--- config.mk ---
export PLATFORM = sky130hd
export DESIGN_NAME = kvat_ctrl
export DESIGN_NICKNAME = d
export VERILOG_FILES = /design/src/rtl/kvat_pkg.sv /design/src/rtl/kvat_ctrl.sv
export SDC_FILE = /design/constraint.sdc
export NUM_CORES = 1
export LEC_CHECK = 0
export BUFFER_PORTS_ARGS = -buffer_cell sky130_fd_sc_hd__buf_2
export CORE_MARGIN = 4
export CORE_UTILIZATION = 50
export CTS_BUF_LIST = sky130_fd_sc_hd__clkbuf_2
export DETAILED_ROUTE_END_ITERATION = 12
export GPL_TIMING_DRIVEN = 0
export MAX_ROUTING_LAYER = met4
export PLACE_DENSITY = 0.86
export SYNTH_ARGS = -nofsm -noshare
export SYNTH_HDL_FRONTEND = slang
export SYNTH_SLANG_ARGS = --single-unit
--- constraint.sdc ---
create_clock -name clock -period 3.04 [get_ports clock]
set_input_delay 0.152 -clock clock [delete_from_list [all_inputs] [get_ports clock]]
set_output_delay 0.152 -clock clock [all_outputs]
set_load 0.02 [all_outputs]
--- src/rtl/kvat_pkg.sv ---
package kvat_pkg;

   localparam int REQ_TYPE_BITS = 2;
   localparam int INTER_BITS    = 3;
   localparam int PARTNER_BITS  = 20;
   localparam int VEC_BITS      = 32;
   localparam int DIV_BITS      = 31;
   localparam int INDEX_BITS    = 6;
   localparam int STATUS_BITS   = 3;
   localparam int LEN_BITS      = 7;

   typedef enum logic [REQ_TYPE_BITS-1:0] {
      REQ_ADD    = 2'd0,
      REQ_CLEAR  = 2'd1,
      REQ_DIVIDE = 2'd2,
      REQ_READ   = 2'd3
   } req_code_type;

   typedef enum logic [STATUS_BITS-1:0] {
      ST_UPDATED  = 3'd0,
      ST_APPENDED = 3'd1,
      ST_FULL     = 3'd2,
      ST_BAD_TYPE = 3'd3,
      ST_BAD_IDX  = 3'd4,
      ST_DONE     = 3'd5,
      ST_DIV_ZERO = 3'd6
   } status_type;

   typedef enum logic [3:0] {
      S_IDLE,
      S_SEARCH_RD,
      S_SEARCH_CMP,
      S_ADD_WR,
      S_APPEND,
      S_READ_RD,
      S_READ_OUT,
      S_DIV_NEXT,
      S_DIV_RD,
      S_DIV_RUN,
      S_DIV_WR,
      S_RESP
   } state_type;

   // controller to datapath
   typedef struct packed {
      logic       load_req;    // capture request fields
      logic       rd_en;       // issue memory read at rd address
      logic       wr_sum;      // write saturated sums at current entry
      logic       wr_append;   // write new entry at end of list
      logic       div_start;   // start divider on read data
      logic       wr_div;      // write divided vector back
      logic       clear_all;   // zero every count
      logic       out_load;    // load result register
      logic [2:0] out_kind;    // 0 zero, 1 sum, 2 append, 3 read
      status_type out_status;
   } cmd_type;

   // datapath to controller
   typedef struct packed {
      logic type_ok;
      logic key_match;
      logic last_search;   // current index is past the last entry of the list
      logic div_last;      // divide walk has finished the last list
      logic list_full;
      logic index_ok;
      logic div_zero;
      logic div_done;
      logic div_more;      // another entry to divide
      logic out_busy;
   } stat_type;

endpackage

--- src/rtl/kvat_ctrl.sv ---
module kvat_ctrl import kvat_pkg::*; (
   input  logic     clock,
   input  logic     reset,
   input  logic     req_valid,
   output logic     req_ready,
   input  logic [REQ_TYPE_BITS-1:0] req_code,
   input  stat_type stat,
   output cmd_type  cmd,
   output state_type state
);
   state_type state_ff, state_in;
   req_code_type rc;
   logic [REQ_TYPE_BITS-1:0] rc_ff;
   assign rc = req_code_type'(rc_ff);

   always_ff @(posedge clock) begin
      if (reset) begin
         state_ff <= S_IDLE;
      end else begin
         state_ff <= state_in;
      end
      if (cmd.load_req) rc_ff <= req_code;
   end

   assign state = state_ff;

   // next state and commands
   always_comb begin
      state_in  = state_ff;
      cmd       = '0;
      cmd.out_status = ST_DONE;
      req_ready = 1'b0;
      unique case (state_ff)
         S_IDLE: begin
            req_ready = !stat.out_busy;
            if (req_valid && !stat.out_busy) begin
               cmd.load_req = 1'b1;
               state_in     = S_RESP;
               unique case (req_code_type'(req_code))
                  REQ_ADD:    state_in = S_SEARCH_RD;
                  REQ_READ:   state_in = S_READ_RD;
                  REQ_DIVIDE: state_in = S_DIV_NEXT;
                  REQ_CLEAR:  state_in = S_RESP;
                  default:    state_in = S_RESP;
               endcase
            end
         end
         S_SEARCH_RD: begin
            if (!stat.type_ok) begin
               cmd.out_load = 1'b1;
               cmd.out_status = ST_BAD_TYPE;
               state_in = S_IDLE;
            end else if (stat.last_search) begin
               state_in = S_APPEND;
            end else begin
               cmd.rd_en = 1'b1;
               state_in  = S_SEARCH_CMP;
            end
         end
         S_SEARCH_CMP: begin
            if (stat.key_match) begin
               cmd.wr_sum     = 1'b1;
               cmd.out_load   = 1'b1;
               cmd.out_kind   = 3'd1;
               cmd.out_status = ST_UPDATED;
               state_in       = S_IDLE;
            end else begin
               state_in = S_SEARCH_RD;
            end
         end
         S_APPEND: begin
            cmd.out_load = 1'b1;
            if (stat.list_full) begin
               cmd.out_status = ST_FULL;
            end else begin
               cmd.wr_append  = 1'b1;
               cmd.out_kind   = 3'd2;
               cmd.out_status = ST_APPENDED;
            end
            state_in = S_IDLE;
         end
         S_READ_RD: begin
            if (!stat.type_ok || !stat.index_ok) begin
               cmd.out_load   = 1'b1;
               cmd.out_status = stat.type_ok ? ST_BAD_IDX : ST_BAD_TYPE;
               state_in       = S_IDLE;
            end else begin
               cmd.rd_en = 1'b1;
               state_in  = S_READ_OUT;
            end
         end
         S_READ_OUT: begin
            cmd.out_load   = 1'b1;
            cmd.out_kind   = 3'd3;
            cmd.out_status = ST_DONE;
            state_in       = S_IDLE;
         end
         S_DIV_NEXT: begin
            if (stat.div_zero) begin
               cmd.out_load   = 1'b1;
               cmd.out_status = ST_DIV_ZERO;
               state_in       = S_IDLE;
            end else if (stat.div_more) begin
               cmd.rd_en = 1'b1;
               state_in  = S_DIV_RD;
            end else if (stat.div_last) begin
               state_in = S_RESP;
            end else begin
               // walk steps to the next list this cycle
               state_in = S_DIV_NEXT;
            end
         end
         S_DIV_RD: begin
            cmd.div_start = 1'b1;
            state_in      = S_DIV_RUN;
         end
         S_DIV_RUN: begin
            if (stat.div_done) state_in = S_DIV_WR;
         end
         S_DIV_WR: begin
            cmd.wr_div = 1'b1;
            state_in   = S_DIV_NEXT;
         end
         S_RESP: begin
            cmd.out_load   = 1'b1;
            cmd.out_status = ST_DONE;
            cmd.clear_all  = (rc == REQ_CLEAR);
            state_in       = S_IDLE;
         end
         default: state_in = S_IDLE;
      endcase
   end

   // a request is only taken in idle
   assert property (@(posedge clock) disable iff (reset)
      (req_valid && req_ready) |-> state_ff == S_IDLE)
      else $error("request taken while busy");
   // a divider start is followed by the run state
   assert property (@(posedge clock) disable iff (reset)
      cmd.div_start |=> state_ff == S_DIV_RUN)
      else $error("divider start lost");
   // every result load returns to idle
   assert property (@(posedge clock) disable iff (reset)
      cmd.out_load |=> state_ff == S_IDLE)
      else $error("result without return to idle");
endmodule

======== After elaboration in Yosys (flattened, before gate mapping) ========
Cells that the tools add are included.
cells by class
  equality and inequality tests ........... 16
  mux-type cells .......................... 40
  reduce and logical (&&, ||, !) cells .... 9
operators by type and width
  kind                                                             count
  4-bit one-hot mux with 8 select lines                            1
  4-bit two-way mux                                                6
  1-bit two-way mux                                                19
  4-bit by 3-bit == test with 1-bit output, second input constant  4
  4-bit == test, second input constant                             4
  4-bit one-hot mux with 4 select lines                            1
  3-bit two-way mux                                                5
  3-bit one-hot mux with 5 select lines                            1
  3-bit one-hot mux with 3 select lines                            1
  7-bit two-way mux                                                1
  2-bit two-way mux                                                3
  1-bit one-hot mux with 5 select lines                            1
  2-bit by 1-bit == test with 1-bit output, second input constant  2
  2-bit == test, second input constant                             2
  4-bit by 1-bit == test with 1-bit output, second input constant  1
  4-bit by 2-bit == test with 1-bit output, second input constant  1
  4-bit logical NOT                                                1
  2-bit inequality test, second input constant                     2
  1-bit logical NOT                                                3
  1-bit one-hot mux with 3 select lines                            1
  3-bit OR reduction                                               1
  2-bit logical NOT                                                1
  2-bit AND reduction                                              1
  1-bit logical AND                                                1
  1-bit logical OR                                                 1
word-level totals
  register bits ........................... 6
  input bits .............................. 15
  output and inout port bits .............. 19
  word-level logic and storage cells ...... 67

======== Depth between registers and ports, before layout ========
  depth in word-level cells ............... 4
  depth in mapped cells ................... 6
  mapped depth without buffers ............ 6

======== Worst setup path before layout ========
Ideal clock, no wire load.
  kind .................................... register to register
  start ................................... reg state_ff[1] (netlist: state[1])
  end ..................................... reg rc_ff[0] (netlist: rc[0]), enable pin
  setup time .............................. 331 ps
  arrival time ............................ 1621 ps
  data required time ...................... 2709 ps
  slack ................................... 1088 ps
  cell stages (with the launch flop) ...... 5
  buffers on the path ..................... 1
  period minus slack after synthesis ...... 1952 ps
  cells stage by stage .................... dfxtp_1 > buf_2 > nor4_1 > nor2b_1 > and2_1
RTL lines
  element                 line             source
  from (decl)             kvat_ctrl.sv:11  state_type state_ff, state_in;
  from (signal assigned)  kvat_ctrl.sv:20  state_ff <= state_in;
  to (signal assigned)    kvat_ctrl.sv:22  if (cmd.load_req) rc_ff <= req_code;
  to (decl)               kvat_ctrl.sv:13  logic [REQ_TYPE_BITS-1:0] rc_ff;

==> out/qor.json <==
{
  "detail_route.wirelength": {"value": 2170, "unit": "µm"},
  "synth.top_cells.by_area": {"value": "sky130_fd_sc_hd__dfxtp_1, sky130_fd_sc_hd__edfxtp_1, sky130_fd_sc_hd__ha_1, sky130_fd_sc_hd__nand2b_1, sky130_fd_sc_hd__o21ai_0"},
  "tns": {"value": 0, "unit": "ps"},
  "worst-setup-path-type": {"value": "flip-flop to output pin"},
  "dieArea": {"value": 2020, "unit": "µm²"},
  "wire_length_of_the_first_global_routing_pass": {"value": 3440, "unit": "µm"},
  "synthesis.yosys.warnings": {"value": 0},
  "grt_util_met3": {"value": 4.78, "unit": "%"},
  "first_pass_iters": {"value": 4},
  "ys_types": {"value": 40},
  "post-route-period-util": {"value": 63.6, "unit": "%"},
  "diodes": {"value": 0},
  "final.hold.worst_slack": {"value": 134, "unit": "ps"},
  "run_status": {"value": "complete, no violations"},
  "layout_min_cycle_time": {"value": 1930, "unit": "ps"},
  "synth_top_cell_area_share": {"value": 11.7, "unit": "%"},
  "hp-start": {"value": "req_code[1]"},
  "rsz_0062_raised_after_global_routing": {"value": "no"},
  "critPathRequiredTime": {"value": 2890, "unit": "ps"},
  "timing.critical_path.fanout_max": {"value": 10},
  "cts_setup_buffers": {"value": 0},
  "route.detailed.vias_per_inst": {"value": 5.97},
  "area_used_by_multi_input_combinational_logic": {"value": 489, "unit": "µm²"},
  "clk_path_buf_depth": {"value": 2},
  "worst_path_max_delay_cell": {"value": "sky130_fd_sc_hd__dfxtp_1"},
  "ys.flop_type": {"value": "sky130_fd_sc_hd__dfxtp_1"},
  "met2_use_gr": {"value": 38.1, "unit": "%"},
  "ys_seq_area_share": {"value": 20.5, "unit": "%"},
  "synth_enable_flop_cells": {"value": 2},
  "wl_per_cell": {"value": 15.0, "unit": "µm"},
  "regArea": {"value": 140, "unit": "µm²"},
  "post-synth-top-area-cell": {"value": "sky130_fd_sc_hd__dfxtp_1"},
  "synth_nets": {"value": 114},
  "syn_to_final_growth": {"value": 28.4, "unit": "%"},
  "rr_startpoint": {"value": "state[1]$_SDFFE_PP0P_"},
  "cp-end-kind": {"value": "output pin"},
  "cp_data_arrival_time": {"value": 1780, "unit": "ps"},
  "fmax": {"value": 517, "unit": "MHz"},
  "placementRows": {"value": 13},
  "die_w": {"value": 45.0, "unit": "µm"},
  "ctsResizeCount": {"value": 0},
  "synth_fa_ha_area_share": {"value": 7.33, "unit": "%"},
  "final.setup_skew": {"value": 4.73, "unit": "ps"},
  "cts_made_buffers": {"value": 3},
  "cap_viol_max_count": {"value": 0},
  "ioPinCount": {"value": 34},
  "clock_latency": {"value": 250, "unit": "ps"},
  "grt.met1_usage": {"value": 29.9, "unit": "%"},
  "post_synth_xor_area_fraction": {"value": 0, "unit": "%"},
  "filler_cell_count": {"value": 116},
  "post_cts_hold_buffer_count": {"value": 0},
  "drt_first_iter_violations": {"value": 26},
  "globalplace.congestion": {"value": 0.890},
  "path_common_cell": {"value": "sky130_fd_sc_hd__buf_2"},
  "cp-start-kind": {"value": "flip-flop"},
  "number_of_levels_in_the_clock_h_tree": {"value": 1},
  "synth-async-reset-ratio": {"value": 0, "unit": "%"},
  "remaining_overflow_grt": {"value": 0},
  "hpwlAfterDp": {"value": 1670, "unit": "µm"},
  "worst_pin_slew": {"value": 504, "unit": "ps"},
  "leakage_power_of_the_design": {"value": 0.434, "unit": "nW"},
  "yosys-top-cells-count": {"value": "sky130_fd_sc_hd__o21ai_0, sky130_fd_sc_hd__inv_1, sky130_fd_sc_hd__nand2_1, sky130_fd_sc_hd__nand2b_1, sky130_fd_sc_hd__nor2_1"},
  "hold_class": {"value": "input pin to flip-flop"},
  "critical_path.cell_chain": {"value": "buf_2, nor2b_1, o21ai_0, o211ai_1, o2111ai_1, buf_2"},
  "drive_gt1_share": {"value": 33.8, "unit": "%"},
  "synthCells": {"value": 95},
  "nets": {"value": 151},
  "number_of_antenna_violations_at_the_first_check_in_global_routing": {"value": 0},
  "global_route.peak_usage_layer": {"value": "met2"},
  "setup_viol_count_final": {"value": 0},
  "yosysMostFrequentCell": {"value": "sky130_fd_sc_hd__o21ai_0"},
  "post_synth_instance_area": {"value": 683, "unit": "µm²"},
  "groute.usage.overall": {"value": 23.8, "unit": "%"},
  "clock_tree.root_cell": {"value": "sky130_fd_sc_hd__clkbuf_2"},
  "layout.core_utilization": {"value": 67.4, "unit": "%"},
  "post_route_drc_violation_count": {"value": 0},
  "synth_top_family_by_area": {"value": "simple AND/OR/NAND/NOR gates"},
  "maximum_number_of_pins_on_one_net_before_global_route_repair": {"value": 11},
  "path_clk_slew": {"value": 80, "unit": "ps"},
  "final-max-slew-violation-count": {"value": 0},
  "synth_compound_area_share": {"value": 28.0, "unit": "%"},
  "worst_ir_drop_vdd": {"value": 0.421, "unit": "mV"},
  "cp_slowest_stage_delay": {"value": 480, "unit": "ps"},
  "power_density": {"value": 815, "unit": "nW/µm²"},
  "via_count": {"value": 866},
  "synth_simple_gate_area_share": {"value": 35.7, "unit": "%"},
  "initial_core_util": {"value": 52.5, "unit": "%"},
  "crit_start": {"value": "state[2]$_SDFFE_PP0P_"},
  "portion_of_netlist_area_occupied_by_mux_cells": {"value": 0, "unit": "%"},
  "post_synthesis_mean_instance_area": {"value": 7.19, "unit": "µm²"},
  "chipHeight": {"value": 45.0, "unit": "µm"},
  "numClockSinks": {"value": 6},
  "vias_in_the_first_global_route": {"value": 765},
  "place.port_buffers": {"value": 32},
  "slew-limit-headroom": {"value": 66.1, "unit": "%"},
  "placeableCoreArea": {"value": 1300, "unit": "µm²"},
  "total_count_of_hold_check_failures_in_the_final_report": {"value": 0},
  "ys_ff_latch": {"value": 6},
  "ant_nets": {"value": 0},
  "cts_tree": {"value": "yes"}
}
==> area by class of cell <==
type | instances | share of cell area (%)
Multi-Input combinational cell | 77 | 55.8
Timing Repair Buffer | 32 | 18.3
Sequential cell | 6 | 16.0
Buffer | 6 | 3.57
Inverter | 6 | 2.57
Tap cell | 15 | 2.14
Clock buffer | 3 | 1.71
==> state kept, by name, summed over array words and instances (netlist names) <==
signal  count
state       4
rc          2
==> where the power goes <==
part	switching (mW)	internal, mW
clock	0.0386	0.0269
sequential	0.0268	0.106
combinational	0.325	0.191
==> layer usage <==
| metal | share of wire [%] | routed length (µm) | up-vias |
|---|---|---|---|
| met5 | 0 | 0 | - |
| li1 | - | - | 415 |
| met2 | 46 | 1010 | 46 |
| met1 | 45 | 972 | 397 |
| met3 | 7.0 | 152 | 8 |
| met4 | 1.8 | 40 | 0 |
==> cells in the final DEF, fill, tap and decap left out, drive strengths merged, types with 4 or more instances in the layout <==
master  instances
a21oi           5
buf            37
clkbuf          4
dfxtp           4
ha              4
inv             6
nand2           6
nand2b          7
nand3           4
nor2            6
nor2b           5
nor3            5
o21ai           9
==> worst max-delay path, delay by kind of cell, from the launching register on <==
family | cells | cell delay [ps]
simple gates | 1 | 240
compound gates | 3 | 370
flops | 1 | 480
buf+inv | 2 | 450
==> through the flow <==
| stage | setup slack [ps] | total power [mW] | instances | area [µm²] |
|---|---|---|---|---|
| 6_report | 1110 | 0.715 | 145 | 877 |
| 5_1_grt | 998 | 0.764 | 145 | 877 |
| 4_1_cts | 1160 | 0.705 | 145 | 877 |
| 3_5_place_dp | 1430 | 0.640 | 142 | 862 |
| 3_3_place_gp | 1450 | 0.633 | 142 | 862 |
| 2_1_floorplan | 1090 | 0.493 | 95 | 683 |
==> cells by family (layout without fill, tap and decap cells) <==
logic type / after synthesis / after routing
buffers and inverters: 12 / 47
AO/OA/AOI/OAI: 29 / 29
adder cells (fa/ha/maj): 4 / 4
flip-flops: 6 / 6
AND/OR/NAND/NOR: 43 / 43
other: 1 / 1
==> worst paths after layout <==
kind | to | slack [ps] | cells after the start
worst max-delay path | cmd[0] | 1110 | 6
worst min-delay path | rc[1]$_DFFE_PP_ | 130 | 1
worst max register to register | rc[0]$_DFFE_PP_ | 1410 | 4
worst min register to register | state[2]$_SDFFE_PP0P_ | 720 | 4
Note: power is estimated with default switching activity, not from simulation.
